File: src/rtl/core/sfr_pkg.sv
// ----------------------------------------------------------------------------
// sfr_pkg
// Shared types and constants for the streaming find-and-replace block.
// ----------------------------------------------------------------------------
package sfr_pkg;

	localparam int BYTE_W              = 8;
	localparam int WORD_W              = 64;
	localparam int LEN_W               = 4;
	localparam int CFG_IDX_W           = 2;
	localparam int BUNDLE_N            = 8;
	localparam int DEF_MAX_PATTERN     = 8;
	localparam int DEF_MAX_REPLACEMENT = 8;

	typedef enum logic [CFG_IDX_W-1:0] {
		CFG_PATTERN_BYTES      = 2'd0,
		CFG_PATTERN_LENGTH     = 2'd1,
		CFG_REPLACEMENT_BYTES  = 2'd2,
		CFG_REPLACEMENT_LENGTH = 2'd3
	} cfg_reg_t;

	typedef struct packed {
		logic [WORD_W-1:0] pattern_bytes;
		logic [LEN_W-1:0]  pattern_length;
		logic [WORD_W-1:0] replacement_bytes;
		logic [LEN_W-1:0]  replacement_length;
	} cfg_t;

	// Result items produced by one input byte, oldest in entry 0.
	typedef struct packed {
		logic [BUNDLE_N-1:0][BYTE_W-1:0] data;
		logic [LEN_W-1:0]                count;
		logic                            last;
		logic                            bare;
	} bundle_t;

endpackage

File: src/rtl/core/sfr_stream_if.sv
// ----------------------------------------------------------------------------
// sfr_stream_if
// Valid/ready channels for the text input and the rewritten text output.
// ----------------------------------------------------------------------------
interface sfr_in_if import sfr_pkg::*; ();
	logic              valid;
	logic              ready;
	logic [BYTE_W-1:0] char_in;
	logic              end_of_text;

	modport source (output valid, char_in, end_of_text, input ready);
	modport sink   (input valid, char_in, end_of_text, output ready);
endinterface

interface sfr_out_if import sfr_pkg::*; ();
	logic              valid;
	logic              ready;
	logic [BYTE_W-1:0] char_out;
	logic              char_valid;
	logic              last_out;

	modport source (output valid, char_out, char_valid, last_out, input ready);
	modport sink   (input valid, char_out, char_valid, last_out, output ready);
endinterface

File: src/rtl/core/sfr_match.sv
// ----------------------------------------------------------------------------
// sfr_match
// Pending-byte window, pattern compare and per-byte result bundle.
// ----------------------------------------------------------------------------
module sfr_match import sfr_pkg::*; #(
	parameter int MAX_PATTERN     = DEF_MAX_PATTERN,
	parameter int MAX_REPLACEMENT = DEF_MAX_REPLACEMENT
) (
	input  logic              clk,
	input  logic              arst_n,
	input  cfg_t              cfg,
	input  logic              clear,
	input  logic              xfer,
	input  logic [BYTE_W-1:0] char_in,
	input  logic              end_of_text,
	output bundle_t           bundle,
	output logic [LEN_W-1:0]  win_cnt
);

	logic [BYTE_W-1:0] win_q [MAX_PATTERN];
	logic [BYTE_W-1:0] cand  [MAX_PATTERN];
	logic [BYTE_W-1:0] win_d [MAX_PATTERN];
	logic [LEN_W-1:0]  cnt_q, cnt_d;
	logic [LEN_W-1:0]  plen, rlen;
	logic              full, hit;

	// effective lengths: pattern 1..MAX_PATTERN, replacement 0..MAX_REPLACEMENT
	always_comb begin
		if (cfg.pattern_length == '0) begin
			plen = LEN_W'(1);
		end else if (cfg.pattern_length > LEN_W'(MAX_PATTERN)) begin
			plen = LEN_W'(MAX_PATTERN);
		end else begin
			plen = cfg.pattern_length;
		end
		if (cfg.replacement_length > LEN_W'(MAX_REPLACEMENT)) begin
			rlen = LEN_W'(MAX_REPLACEMENT);
		end else begin
			rlen = cfg.replacement_length;
		end
	end

	// window with the new byte appended, then compare
	always_comb begin
		hit = 1'b1;
		for (int i = 0; i < MAX_PATTERN; i++) begin
			cand[i] = (LEN_W'(i) == cnt_q) ? char_in : win_q[i];
			if (LEN_W'(i) < plen && cand[i] != cfg.pattern_bytes[i*BYTE_W +: BYTE_W]) begin
				hit = 1'b0;
			end
		end
		for (int i = 0; i < MAX_PATTERN; i++) begin
			if (i + 1 < MAX_PATTERN) begin
				win_d[i] = cand[i+1];
			end else begin
				win_d[i] = cand[i];
			end
		end
		full = ((cnt_q + LEN_W'(1)) == plen);
	end

	always_comb begin
		bundle = '0;
		bundle.last = end_of_text;
		if (full && hit) begin
			for (int i = 0; i < BUNDLE_N; i++) begin
				bundle.data[i] = cfg.replacement_bytes[i*BYTE_W +: BYTE_W];
			end
			bundle.count = rlen;
		end else if (end_of_text) begin
			// flush everything pending, oldest first
			for (int i = 0; i < MAX_PATTERN; i++) begin
				bundle.data[i] = cand[i];
			end
			bundle.count = cnt_q + LEN_W'(1);
		end else if (full) begin
			bundle.data[0] = cand[0];
			bundle.count   = LEN_W'(1);
		end
		// end of text with nothing to emit: one bare end mark
		if (end_of_text && bundle.count == '0) begin
			bundle.data  = '0;
			bundle.count = LEN_W'(1);
			bundle.bare  = 1'b1;
		end

		if (end_of_text || (full && hit)) begin
			cnt_d = '0;
		end else if (full) begin
			cnt_d = plen - LEN_W'(1);
		end else begin
			cnt_d = cnt_q + LEN_W'(1);
		end
	end

	always_ff @(posedge clk or negedge arst_n) begin
		if (!arst_n) begin
			cnt_q <= '0;
			for (int i = 0; i < MAX_PATTERN; i++) begin
				win_q[i] <= '0;
			end
		end else if (clear) begin
			cnt_q <= '0;
		end else if (xfer) begin
			cnt_q <= cnt_d;
			if (full) begin
				win_q <= win_d;
			end else begin
				win_q <= cand;
			end
		end
	end

	assign win_cnt = cnt_q;

endmodule

File: src/rtl/core/sfr_serializer.sv
// ----------------------------------------------------------------------------
// sfr_serializer
// Holds one result bundle and hands its items to an output register.
// ----------------------------------------------------------------------------
module sfr_serializer import sfr_pkg::*; (
	input  logic      clk,
	input  logic      arst_n,
	input  logic      load,
	input  bundle_t   bundle,
	output logic      ready,
	sfr_out_if.source text_out
);

	logic [BUNDLE_N-1:0][BYTE_W-1:0] data_q;
	logic [LEN_W-1:0]                rem_q;
	logic                            last_q;
	logic                            bare_q;
	logic                            ovld_q;
	logic [BYTE_W-1:0]               ochar_q;
	logic                            ocv_q;
	logic                            olast_q;
	logic                            pop;

	assign pop   = (rem_q != '0) && (!ovld_q || text_out.ready);
	assign ready = (rem_q == '0) || ((rem_q == LEN_W'(1)) && pop);

	always_ff @(posedge clk or negedge arst_n) begin
		if (!arst_n) begin
			rem_q  <= '0;
			ovld_q <= 1'b0;
		end else begin
			if (load) begin
				rem_q <= bundle.count;
			end else if (pop) begin
				rem_q <= rem_q - LEN_W'(1);
			end
			if (pop) begin
				ovld_q <= 1'b1;
			end else if (text_out.ready) begin
				ovld_q <= 1'b0;
			end
		end
	end

	always_ff @(posedge clk) begin
		if (load) begin
			data_q <= bundle.data;
			last_q <= bundle.last;
			bare_q <= bundle.bare;
		end else if (pop) begin
			data_q <= data_q >> BYTE_W;
		end
		if (pop) begin
			ochar_q <= data_q[0];
			ocv_q   <= !bare_q;
			olast_q <= last_q && (rem_q == LEN_W'(1));
		end
	end

	assign text_out.valid      = ovld_q;
	assign text_out.char_out   = ochar_q;
	assign text_out.char_valid = ocv_q;
	assign text_out.last_out   = olast_q;

endmodule

File: src/rtl/core/stream_find_and_replace.sv
// ----------------------------------------------------------------------------
// stream_find_and_replace
// Replaces each leftmost, non-overlapping pattern match in a byte stream.
// ----------------------------------------------------------------------------
//  channel   direction  payload                              transfer when
//  text_in   sink       char_in, end_of_text                 valid & ready
//  text_out  source     char_out, char_valid, last_out       valid & ready
//  cfg       write      cfg_index, cfg_data                  cfg_we
//
//  Each input byte is compared and turned into a bundle of 0..8 results in
//  the cycle it is taken; the bundle register then drains one item per
//  cycle into the output register unless the output stalls. Throughput is
//  one byte per cycle if each byte yields at most one item and the output
//  does not stall; a larger bundle holds the input off until its last item
//  is popped. Reset (arst_n low) empties the window and both registers.
// ----------------------------------------------------------------------------
module stream_find_and_replace import sfr_pkg::*; #(
	parameter int MAX_PATTERN     = DEF_MAX_PATTERN,
	parameter int MAX_REPLACEMENT = DEF_MAX_REPLACEMENT
) (
	input  logic                 clk,
	input  logic                 arst_n,
	input  logic                 cfg_we,
	input  logic [CFG_IDX_W-1:0] cfg_index,
	input  logic [WORD_W-1:0]    cfg_data,
	sfr_in_if.sink               text_in,
	sfr_out_if.source            text_out
);

	cfg_t             cfg_q;
	bundle_t          bundle;
	logic             in_xfer;
	logic             ser_ready;
	logic             clear;
	logic [LEN_W-1:0] win_cnt;

	// configuration registers; a new pattern length drops pending bytes
	assign clear = cfg_we && (cfg_reg_t'(cfg_index) == CFG_PATTERN_LENGTH);

	always_ff @(posedge clk or negedge arst_n) begin
		if (!arst_n) begin
			cfg_q.pattern_bytes      <= '0;
			cfg_q.pattern_length     <= LEN_W'(1);
			cfg_q.replacement_bytes  <= '0;
			cfg_q.replacement_length <= '0;
		end else if (cfg_we) begin
			case (cfg_reg_t'(cfg_index))
				CFG_PATTERN_BYTES: begin
					cfg_q.pattern_bytes <= cfg_data;
				end
				CFG_PATTERN_LENGTH: begin
					cfg_q.pattern_length <= cfg_data[LEN_W-1:0];
				end
				CFG_REPLACEMENT_BYTES: begin
					cfg_q.replacement_bytes <= cfg_data;
				end
				CFG_REPLACEMENT_LENGTH: begin
					cfg_q.replacement_length <= cfg_data[LEN_W-1:0];
				end
				default: begin
				end
			endcase
		end
	end

	// input is taken whenever the bundle register frees up this cycle
	assign text_in.ready = ser_ready;
	assign in_xfer       = text_in.valid && ser_ready;

	sfr_match #(
		.MAX_PATTERN     (MAX_PATTERN),
		.MAX_REPLACEMENT (MAX_REPLACEMENT)
	) u_match (
		.clk         (clk),
		.arst_n      (arst_n),
		.cfg         (cfg_q),
		.clear       (clear),
		.xfer        (in_xfer),
		.char_in     (text_in.char_in),
		.end_of_text (text_in.end_of_text),
		.bundle      (bundle),
		.win_cnt     (win_cnt)
	);

	sfr_serializer u_ser (
		.clk      (clk),
		.arst_n   (arst_n),
		.load     (in_xfer),
		.bundle   (bundle),
		.ready    (ser_ready),
		.text_out (text_out)
	);

	// a bare item exists only as the end mark of a text
	a_bare_is_last: assert property (@(posedge clk) disable iff (!arst_n)
		text_out.valid && !text_out.char_valid |-> text_out.last_out)
		else $error("bare output item without last mark");

	// the last byte of a text leaves the window empty
	a_eot_flush: assert property (@(posedge clk) disable iff (!arst_n)
		in_xfer && text_in.end_of_text |=> win_cnt == '0)
		else $error("window not flushed at end of text");

	// pending bytes never fill the window
	a_win_bound: assert property (@(posedge clk) disable iff (!arst_n)
		win_cnt < LEN_W'(MAX_PATTERN))
		else $error("window count out of range");

endmodule

File: src/flat_wrapper.sv
// flat-port wrapper written by rule: the top's interface ports become plain ports
module stream_find_and_replace_flat import sfr_pkg::*;
#(
	parameter int MAX_PATTERN     = DEF_MAX_PATTERN,
	parameter int MAX_REPLACEMENT = DEF_MAX_REPLACEMENT
)
  (clk, arst_n, cfg_we, cfg_index, cfg_data, text_in_valid, text_in_char_in, text_in_end_of_text, text_in_ready, text_out_valid, text_out_char_out, text_out_char_valid, text_out_last_out, text_out_ready);
  sfr_in_if text_in_i ();
  sfr_out_if text_out_i ();
  input  logic clk;
  input  logic arst_n;
  input  logic cfg_we;
  input  logic [CFG_IDX_W-1:0] cfg_index;
  input  logic [WORD_W-1:0] cfg_data;
  input wire logic [$bits(text_in_i.valid)-1:0] text_in_valid;
  input wire logic [$bits(text_in_i.char_in)-1:0] text_in_char_in;
  input wire logic [$bits(text_in_i.end_of_text)-1:0] text_in_end_of_text;
  output wire logic [$bits(text_in_i.ready)-1:0] text_in_ready;
  output wire logic [$bits(text_out_i.valid)-1:0] text_out_valid;
  output wire logic [$bits(text_out_i.char_out)-1:0] text_out_char_out;
  output wire logic [$bits(text_out_i.char_valid)-1:0] text_out_char_valid;
  output wire logic [$bits(text_out_i.last_out)-1:0] text_out_last_out;
  input wire logic [$bits(text_out_i.ready)-1:0] text_out_ready;
  assign text_in_i.valid = text_in_valid;
  assign text_in_i.char_in = text_in_char_in;
  assign text_in_i.end_of_text = text_in_end_of_text;
  assign text_in_ready = text_in_i.ready;
  assign text_out_valid = text_out_i.valid;
  assign text_out_char_out = text_out_i.char_out;
  assign text_out_char_valid = text_out_i.char_valid;
  assign text_out_last_out = text_out_i.last_out;
  assign text_out_i.ready = text_out_ready;
  stream_find_and_replace #(.MAX_PATTERN(MAX_PATTERN), .MAX_REPLACEMENT(MAX_REPLACEMENT)) u_core (.clk(clk), .arst_n(arst_n), .cfg_we(cfg_we), .cfg_index(cfg_index), .cfg_data(cfg_data), .text_in(text_in_i), .text_out(text_out_i));
endmodule
File: config.mk
export PLATFORM = sky130hd
export DESIGN_NAME = stream_find_and_replace_flat
export DESIGN_NICKNAME = d
export VERILOG_FILES = /design/src/rtl/core/sfr_pkg.sv /design/src/rtl/core/sfr_stream_if.sv /design/src/rtl/core/sfr_match.sv /design/src/rtl/core/sfr_serializer.sv /design/src/rtl/core/stream_find_and_replace.sv /design/src/flat_wrapper.sv
export SDC_FILE = /design/constraint.sdc
export NUM_CORES = 1
export LEC_CHECK = 0
export BUFFER_PORTS_ARGS = -buffer_cell sky130_fd_sc_hd__buf_2
export CAP_MARGIN = 15
export CORE_ASPECT_RATIO = 1.25
export CORE_MARGIN = 2
export CORE_UTILIZATION = 53
export CTS_BUF_LIST = sky130_fd_sc_hd__clkbuf_8
export DETAILED_ROUTE_END_ITERATION = 8
export GPL_ROUTABILITY_DRIVEN = 0
export PLACE_DENSITY = 0.71
export SYNTH_ARGS = -nofsm -noshare
export SYNTH_HDL_FRONTEND = slang
export SYNTH_SLANG_ARGS = --single-unit
File: constraint.sdc
create_clock -name clk -period 4.37 [get_ports clk]
set_clock_uncertainty 0.05 [all_clocks]
set_input_delay 1.0925 -clock clk [delete_from_list [all_inputs] [get_ports clk]]
set_output_delay 1.0925 -clock clk [all_outputs]
set_load 0.02 [all_outputs]
==> results.toml, run 1 <==
[cts]
cts.clk_slew.worst_paths_ps = 70
cts_inserted_buffers = 46
cts_num_sinks = 285
clock_path_buffers = 3
cts_tree = "done"
htreeDepth = 2
cts_resized = 0
clk_latency_ps = 570
cts-root-buf = "clkbuf_8"

[synth]
syn_inst = 1392
synthTopCellsByCount = "dfrtp_1, nand2_1, mux2_2, inv_1, nor2_1"
syn_nets = 1482
synth-seq-area-share_pct = 51.70
synthTopCellsByArea = "dfrtp_1, edfxtp_1, mux2_2, nand2_1, o221ai_1"
yosysTopAreaCell = "dfrtp_1"
synth_edf_count = 76
syn_area_per_cell_um2 = 10.44
synth_top_area_share_pct = 35.82
synthDistinctLibCells = 69
ys_seq_elements = 285
async_flop_share_pct = 73.33
ys_warn_count = 0
netlist_area_um2 = 14530
yosysMostFrequentCell = "dfrtp_1"
ys.flop_type = "dfrtp_1"

[floorplanning]
pin_count = 92
rows = 67
start_util_pct = 54.01
dieArea_um2 = 28770
die_height_um = 189.1
core_area_um2 = 26910
die_x_um = 152.1

[grt]
grt_pass1_wl_mm = 62.38
grt_max_degree = 87
grt_usage_pct = 27.42
overflow = 0
antenna_found_initial = 1
grt_pass1_vias = 11301

[detailed_routing]
via_count = 11455
drt_first_pass_iters = 6
routed_wl_mm = 39.90
drc_errors = 0
detail-route-antenna-nets = 0
routedWlPerCell_um = 21.07
drt_iter0_markers = 1200
drt-vias-per-instance = 6.048

[outcome]
status = "finished, final reports clean"

[power]
switching_share_pct = 34.96
ir_drop_v = 0.0002952
power.leakage_nw = 7.381
clkPwrFrac_pct = 26.5
internal_power_mw = 6.413
power_mw = 9.859
comb_power_share_pct = 31.5
p_switching_mw = 3.447
pwr-share-seq_pct = 42.0
cellPowerDensity_nw_per_um2 = 590.3

[timing]
rsz0062_at_grt = "no"
fin_crit_ps = 4025
final.setup.tns_ps = 0
fin_crit_sh_pct = 92.11
maxSlewHeadroom_pct = 38.41
worst_pin_slew_ps = 923.8
finalSetupViolCount = 0
fmax_ghz = 0.2484
slew_viol_final = 0
finalHoldViolCount = 0

[critical_path]
path_delay_family = "compound AO/OA/AOI/OAI gates"
cp_data_required_time_ps = 4610
start_kind = "register"
crit_top_cell = "buf_4"
crit_fanout = 19
worst_setup_path_end_kind = "register"
crit_buf_inv = 3
path_class = "register to register"
worst_path_max_delay_cell = "or4_4"
crit_path_cell_trace = "buf_4 -> ha_1 -> nand3b_1 -> buf_4 -> mux2i_1 -> xor2_1 -> nand2_1 -> o32a_1 -> or4_4 -> o21a_1 -> buf_4 -> o221ai_4 -> o221ai_1"
crit_arrival_ps = 4270
critical-path-max-stage-delay_ps = 550

[run]
drv_cap = 0

[cells_and_area]
n_fill_cell = 2237
nets = 1601
final_layout_size_suffix_gt1_share_pct = 24.87
multi_input_area_um2 = 6205
syn2layout_area_growth_pct = 14.94
seqCellArea_um2 = 7513

[placement]
hpwl_mm = 27.51
io_buffer_count = 91

[hold_path]
min_path_type = "register to register"
-- final timing paths --
path | slack [ps] | cells past startpoint | end | from
max reg2reg | 340 | 13 | u_core.u_ser.data_q[4] | u_core.u_match.win_cnt[0]
min reg2reg | 370 | 0 | u_core.u_ser.text_out.char_out[4] | u_core.u_ser.data_q[4]
max in group asynchronous | 2800 | 2 | u_core.cfg_q[68] | arst_n
max | 340 | 13 | u_core.u_ser.data_q[4] | u_core.u_match.win_cnt[0]
min | 370 | 0 | u_core.u_ser.text_out.char_out[4] | u_core.u_ser.data_q[4]
min in group asynchronous | 530 | 1 | u_core.cfg_q[47] | arst_n
-- metrics by stage --
step                cells  utilization (%)  setup slack (ps)  cell area [um2]  hold slack (ps)
floorplan            1392                -             448.3            14540            350.3
finish               1894            62.07             345.0            16700            370.0
detailed placement   1802            57.93             176.0            15590            356.1
global route         1894            62.07             141.0            16700            382.1
global placement     1802            57.93             218.9            15590            357.3
CTS                  1887            61.90             249.7            16660            370.3
-- cells in the final DEF (no fill, tap or decap), types with 5 or more instances in the layout --
| cell type | n |
|---|---|
| inv_1 | 125 |
| buf_12 | 6 |
| dfrtp_1 | 208 |
| xnor2_1 | 29 |
| nand4_1 | 5 |
| nor4_1 | 7 |
| nand3b_1 | 7 |
| edfxtp_1 | 76 |
| nor2_1 | 102 |
| xor2_1 | 24 |
| buf_4 | 62 |
| o221ai_1 | 61 |
| mux2_2 | 133 |
| o22ai_1 | 27 |
| a22oi_1 | 6 |
| a21oi_1 | 66 |
| o21ai_0 | 82 |
| nor3b_1 | 5 |
| clkbuf_8 | 64 |
| nand3_1 | 32 |
| ha_1 | 10 |
| nand2_1 | 159 |
| o211ai_1 | 7 |
| nor3_1 | 6 |
| mux2i_1 | 46 |
| clkinv_2 | 6 |
| o41ai_1 | 5 |
| nand2b_1 | 10 |
| buf_2 | 90 |
-- per-layer routing --
layer	routed length (um)	GRT usage, %	vias to the layer above
li1	-	-	5182
met1	16210	36.16	5639
met2	18900	44.89	518
met3	2991	4.303	116
met4	1793	12.72	0
met5	0	0	-
-- state kept, by name, summed over array words and instances (netlist names) --
register / count
u_core.u_ser.rem_q: 4
u_core.u_match.win_q: 64
u_core.u_ser.last_q: 1
u_core.u_match.win_cnt: 4
u_core.u_ser.data_q: 64
u_core.u_ser.text_out.char_valid: 1
u_core.u_ser.text_out.char_out: 8
u_core.u_ser.bare_q: 1
u_core.u_ser.text_out.last_out: 1
u_core.cfg_q: 136
u_core.u_ser.text_out.valid: 1
-- cell type report --
cell class / instances / share of cell area [%]
diodes: 1 / 0.01498
clock buffers: 63 / 5.191
clock inverters: 22 / 1.191
inverters: 116 / 2.607
multi-input cells: 903 / 37.15
flip-flops and latches: 285 / 44.98
well taps: 345 / 2.584
repair buffers: 159 / 6.285
-- timing repair --
item | CTS | global route
buffers inserted | 0 | 6
hold buffers | 0 | 0
endpoints found under the setup margin | 0 | 3
-- power groups by stage --
stage | clock network [mW] | registers (mW) | logic (mW)
floorplan | 0 | 4.03 | 2.08
global placement | 0 | 4.14 | 2.98
detailed placement | 0 | 4.16 | 3.04
CTS | 2.64 | 4.12 | 3.06
global route | 2.76 | 4.21 | 3.41
finish | 2.62 | 4.14 | 3.10
-- logic make-up (layout without fill, tap and decap cells) --
| group | after synthesis | in the layout | synth area share (%) |
|---|---|---|---|
| and+or+nand+nor | 361 | 361 | 11.11 |
| AOI/OAI and AO/OA | 299 | 299 | 13.71 |
| DFF | 285 | 285 | 51.70 |
| buffers and inverters | 204 | 360 | 5.803 |
| muxes | 180 | 180 | 13.63 |
| xor gates and xnor gates | 53 | 53 | 3.194 |
| adders and majority gates | 10 | 10 | 0.8610 |
| other | 0 | 1 | 0 |
(Power assumes the default switching activity.)
==> run 2: changes to the inputs <==
- ABC_AREA: not set -> 1
- ABC_CLOCK_PERIOD_IN_PS: not set -> 4370
==> run 2 against run 1 <==
Non-clock buffer count down 28. Synthesized cell count increased by 42%. Cell area is 1.0% higher. Clock power down 9.2%. Total power rose by 7.1%. Maximum frequency is 2.3% higher. Hold slack improved by 1.2 ps. First-iteration DRC count increased by 14%. Largest power group unchanged. Via count rose by 20%. Global-route usage increased by 2.3 points. Largest cell class unchanged. Die area is 4.1% higher. Count of clock-buffer cells in the layout fell by 7.
==> results.toml, run 2 <==
[outcome]
status = "finished, final reports clean"

[cells_and_area]
reg.largest.list = "u_core.cfg_q x136, u_core.u_match.win_q x64, u_core.u_ser.data_q x64"
final_common_cell = "nand2_1"
n_fill_cell = 2608
syn2layout_area_growth_pct = 11.45
final_layout_size_suffix_gt1_share_pct = 10.95
nets = 2127
diodes = 0
seqCellArea_um2 = 7513
multi_input_area_um2 = 6270
largest_reg_flops = 136
mostFrequentLayoutCells = "nand2_1, o21ai_0, inv_1"
stdcell_count = 2429
largest-register = "u_core.cfg_q"

[timing]
fin_crit_ps = 3933
fmax_ghz = 0.2542
finalSetupViolCount = 0
maxSlewHeadroom_pct = 34.66
slew_viol_final = 0
worst_pin_slew_ps = 980.2
fin_crit_sh_pct = 90.00
final.setup.tns_ps = 0
hold_slack_ps = 371.2
rsz0062_at_grt = "no"
finalHoldViolCount = 0

[synth]
ys.flop_type = "dfrtp_1"
syn_nets = 2062
synthDistinctLibCells = 37
async_flop_share_pct = 73.33
synth-simple-area-share_pct = 22.82
yosysTopAreaCell = "dfrtp_1"
synth_mux_area_share_pct = 0
synth_top_family_by_area = "simple AND/OR/NAND/NOR gates"
ys_warn_count = 0
synth-seq-area-share_pct = 49.63
netlist_area_um2 = 15140
ys_seq_elements = 285
syn_inst = 1972
synth_compound_area_share_pct = 17.11
synthTopCellsByArea = "dfrtp_1, edfxtp_1, nand2_1, o21ai_0, inv_1"
synth-adder-area-share_pct = 0.8265
syn_area_per_cell_um2 = 7.677
synth_edf_count = 76
synth-xor-area-share_pct = 0.4050
synthTopCellsByCount = "nand2_1, o21ai_0, inv_1, dfrtp_1, nand3_1"
synth_top_area_share_pct = 34.38
yosysMostFrequentCell = "nand2_1"

[floorplanning]
dieArea_um2 = 29940
die_x_um = 155.2
start_util_pct = 53.62
die_height_um = 193.0
core_area_um2 = 28230
pin_count = 92
rows = 69

[detailed_routing]
routedWlPerCell_um = 18.15
drt_iter0_markers = 1371
via_count = 13787
drt_first_pass_iters = 7
drc_errors = 0
drt-vias-per-instance = 5.676
detail-route-antenna-nets = 0
routed_wl_mm = 44.10

[critical_path]
rr_worst_depth = 22
cp_data_required_time_ps = 4640
path_depth = 22
crit_buf_inv = 3
worst_setup_path_end_kind = "register"
worst_path_max_delay_cell = "ha_1"
path_class = "register to register"
crit_path_cell_trace = "inv_1 -> ha_1 -> nand3_2 -> inv_1 -> nand2_1 -> nand3_1 -> nand2_1 -> nor2_1 -> nand2_1 -> nor2_1 -> nor2_1 -> nor2_1 -> nand2_1 -> nand2_2 -> nand2_4 -> nand2_1 -> nand3_1 -> nor2_2 -> nand2_2 -> nand2_4 -> buf_12 -> o21ai_1"
crit_fanout = 35
path_delay_family = "simple AND/OR/NAND/NOR gates"
start_kind = "register"
crit_top_cell = "nand2_1"
critical-path-max-stage-delay_ps = 500
crit_arrival_ps = 4200

[power]
p_switching_mw = 4.261
ir_drop_v = 0.0003208
pwr-share-seq_pct = 40.5
clkPwrFrac_pct = 22.5
power.leakage_nw = 8.476
switching_share_pct = 40.35
cellPowerDensity_nw_per_um2 = 625.8
internal_power_mw = 6.298
comb_power_share_pct = 37.0

[run]
drv_cap = 0

[placement]
io_buffer_count = 91
hpwl_mm = 29.79
place_inst = 2341

[grt]
antenna_found_initial = 0
grt_pass1_wl_mm = 69.60
overflow = 0
grt_max_degree = 129
grt_usage_pct = 29.77
grt_pass1_vias = 13088

[cts]
post_cts_buffers = 0
cts.clk_slew.worst_paths_ps = 70
cts_resized = 0
cts_tree = "done"
cts-root-buf = "clkbuf_8"
cts_inserted_buffers = 47
cts_num_sinks = 285
clk_latency_ps = 590
htreeDepth = 2
ctsHoldBuffers = 0
clock_path_buffers = 3

[hold_path]
min_path_type = "register to register"
hold-path-cell-count = 0
run 2: cell families after synthesis:
kind of cell,Yosys count
simple gates,832
fa+ha+maj,10
compound gates,499
buf+inv,339
flops,285
xor+xnor,7
run 2: path summary, 6_finish.rpt:
kind	startpoint	to	slack (ps)
worst max-delay path	u_core.u_match.win_cnt[0]	u_core.u_ser.data_q[32]	440
worst min-delay path	u_core.u_ser.data_q[6]	u_core.u_ser.text_out.char_out[6]	370
worst max register to register	u_core.u_match.win_cnt[0]	u_core.u_ser.data_q[32]	440
worst min register to register	u_core.u_ser.data_q[6]	u_core.u_ser.text_out.char_out[6]	370
max in group asynchronous	arst_n	u_core.cfg_q[68]	2980
min in group asynchronous	arst_n	u_core.cfg_q[28]	480
run 2: area by class of cell:
type	count	share of cell area [%]
sequential	285	44.53
multi-input combinational	1348	37.16
timing repair buffer	131	5.102
inverter	224	4.984
clock buffer	56	4.568
tap	355	2.633
clock inverter	30	1.016
run 2: per-stage QoR:
stage	setup WS (ps)	instance area [um2]	utilization, %	total power, mW
after floorplan	383.3	15140	-	6.891
after global placement	362.3	15880	56.26	8.009
after detailed placement	322.4	15880	56.26	8.117
after CTS	576.8	16820	59.59	10.52
after global routing	187.6	16870	59.76	11.28
final	436.8	16870	59.76	10.56
run 2: layer usage:
metal,share of wire [%],GRT usage (%)
met1,40,37.90
met2,48,49.98
met4,4.8,15.28
met5,0,0
met3,7.1,4.180
run 2: power by group through the flow:
stage / clock [mW] / sequential (mW) / combinational, mW
final: 2.38 / 4.27 / 3.91
after global routing: 2.54 / 4.34 / 4.40
after CTS: 2.42 / 4.26 / 3.84
after detailed placement: 0 / 4.30 / 3.82
after global placement: 0 / 4.28 / 3.73
after floorplan: 0 / 4.16 / 2.73
==> run 3: changes to the inputs <==
- CTS_CLUSTER_SIZE: not set -> 30
- PLACE_DENSITY: 0.71 -> 0.75
==> run 3 against run 2 <==
Setup slack got worse by 76 ps. Die area unchanged. Non-clock buffer count decreased by 8. Critical endpoint unchanged. Highest routed layer unchanged. Sequential share of layout area increased by 0.21 points. Largest cell class unchanged. Final cell count decreased by 0.29%. Count of clock-buffer cells in the layout increased by 3.
==> results.toml, run 3 (synthesis results as in run 2) <==
[timing]
worst_pin_slew_ps = 1116
fin_crit_ps = 4009
maxSlewHeadroom_pct = 25.47
fin_crit_sh_pct = 91.73
finalSetupViolCount = 0
final.setup.tns_ps = 0
rsz0062_at_grt = "no"
slew_viol_final = 0
setup_slack_ps = 361.3
finalHoldViolCount = 0
fmax_ghz = 0.2495

[grt]
top_usage_layer = "met2"
grt_max_degree = 129
gr-usage-met1_pct = 36.86
grt_usage_pct = 29.28
grt_pass1_wl_mm = 68.98
grt_pass1_vias = 13204
grt_util_met2_pct = 48.96
use_met3_pct = 4.269
antenna_found_initial = 0
overflow = 0

[cts]
htreeDepth = 2
clk_latency_ps = 600
cts-root-buf = "clkbuf_8"
post_cts_buffers = 0
clock_path_buffers = 3
cts.clk_slew.worst_paths_ps = 60
ctsHoldBuffers = 0
cts_resized = 0
cts_tree = "done"
cts_inserted_buffers = 47
cts_num_sinks = 285

[detailed_routing]
drt_first_pass_iters = 6
drt-vias-per-instance = 5.694
via_count = 13791
drc_errors = 0
detail-route-antenna-nets = 0
drt_iter0_markers = 1343
routedWlPerCell_um = 17.77
routed_wl_mm = 43.03

[cells_and_area]
final_layout_size_suffix_gt1_share_pct = 10.64
largest-register = "u_core.cfg_q"
diodes = 0
nets = 2119
reg.largest.list = "u_core.cfg_q x136, u_core.u_match.win_q x64, u_core.u_ser.data_q x64"
largest_reg_flops = 136
final_common_cell = "nand2_1"
n_fill_cell = 2553
mostFrequentLayoutCells = "nand2_1, o21ai_0, inv_1"
syn2layout_area_growth_pct = 10.93

[critical_path]
path_depth = 22
path_class = "register to register"
crit_fanout = 42
rr_worst_depth = 22
crit_path_cell_trace = "inv_1 -> ha_1 -> nand3_2 -> inv_1 -> nand2_1 -> nand3_1 -> nand2_1 -> nor2_1 -> nand2_1 -> nor2_1 -> nor2_1 -> nor2_1 -> nand2_1 -> nand2_2 -> nand2_4 -> nand2_1 -> nand3_1 -> nor2_2 -> nand2_2 -> nand2_4 -> buf_12 -> o21ai_1"
worst_path_max_delay_cell = "dfrtp_1"
cp_data_required_time_ps = 4630
crit_arrival_ps = 4270
crit_top_cell = "nand2_1"
crit_buf_inv = 3
path_delay_family = "simple AND/OR/NAND/NOR gates"
start_kind = "register"
critical-path-max-stage-delay_ps = 460
worst_setup_path_end_kind = "register"

[power]
power.leakage_nw = 8.436
p_switching_mw = 4.226
pwr-share-seq_pct = 40.8
cellPowerDensity_nw_per_um2 = 624.3
comb_power_share_pct = 36.6
internal_power_mw = 6.258
switching_share_pct = 40.31
clkPwrFrac_pct = 22.6
ir_drop_v = 0.0003271

[placement]
hpwl_mm = 29.48
io_buffer_count = 91
place_ws_ps = 212.7

[hold_path]
min_path_type = "register to register"
hold-path-cell-count = 0

[run]
drv_cap = 0

[outcome]
status = "finished, final reports clean"

[floorplanning]
pin_count = 92
core_area_um2 = 28230
die_x_um = 155.2
start_util_pct = 53.62
rows = 69
dieArea_um2 = 29940
die_height_um = 193.0
run 3: worst paths after layout:
check,start,to,slack (ps)
max,u_core.u_match.win_cnt[0],u_core.u_ser.data_q[32],360
max reg2reg,u_core.u_match.win_cnt[0],u_core.u_ser.data_q[32],360
min,u_core.u_ser.data_q[5],u_core.u_ser.text_out.char_out[5],360
max in group asynchronous,arst_n,u_core.u_match.win_q[20],2920
min in group asynchronous,arst_n,u_core.cfg_q[91],550
min reg2reg,u_core.u_ser.data_q[5],u_core.u_ser.text_out.char_out[5],360
run 3: layout make-up:
cell class,count,area (um2),share of cell area (%)
inverters,224,840.8,5.007
flip-flops and latches,285,7513,44.74
multi-input cells,1348,6270,37.33
repair buffers,123,774.5,4.612
well taps,355,444.2,2.645
clock inverters,28,138.9,0.8270
clock buffers,59,812.0,4.835
run 3: per-layer routing:
layer / up-vias / part of all wire [%]
li1: 6579 / -
met1: 6452 / 39
met2: 598 / 48
met3: 162 / 7.6
met4: 0 / 6.1
met5: - / 0
run 3: worst reg2reg max path, stage by stage, from the launching register on:
cell     delay (ps)
dfrtp_1         460
inv_1           180
ha_1            270
nand3_2         320
inv_1           230
nand2_1         150
nand3_1         110
nand2_1          60
nor2_1           80
nand2_1          50
nor2_1          180
nor2_1           80
nor2_1           90
nand2_1         110
nand2_2         150
nand2_4         130
nand2_1         110
nand3_1          80
nor2_2          120
nand2_2          80
nand2_4         240
buf_12          260
o21ai_1         130
run 3: through the flow:
| step | util (%) | cells | hold WS [ps] | area (um2) | power, mW |
|---|---|---|---|---|---|
| final | 59.49 | 2422 | 363.3 | 16790 | 10.48 |
| after global routing | 59.49 | 2422 | 367.8 | 16790 | 11.20 |
| after CTS | 59.39 | 2421 | 363.3 | 16770 | 10.45 |
| after detailed placement | 56.02 | 2334 | 354.5 | 15820 | 8.069 |
| after global placement | 56.02 | 2334 | 352.4 | 15820 | 7.941 |
| after floorplan | - | 1972 | 350.3 | 15140 | 6.891 |
run 3: power by group through the flow:
stage	combinational, mW	sequential (mW)	clock, mW
6_report	3.84	4.28	2.37
3_3_place_gp	3.67	4.27	0
4_1_cts	3.79	4.26	2.40
3_5_place_dp	3.77	4.30	0
5_1_grt	4.35	4.34	2.51
2_1_floorplan	2.73	4.16	0
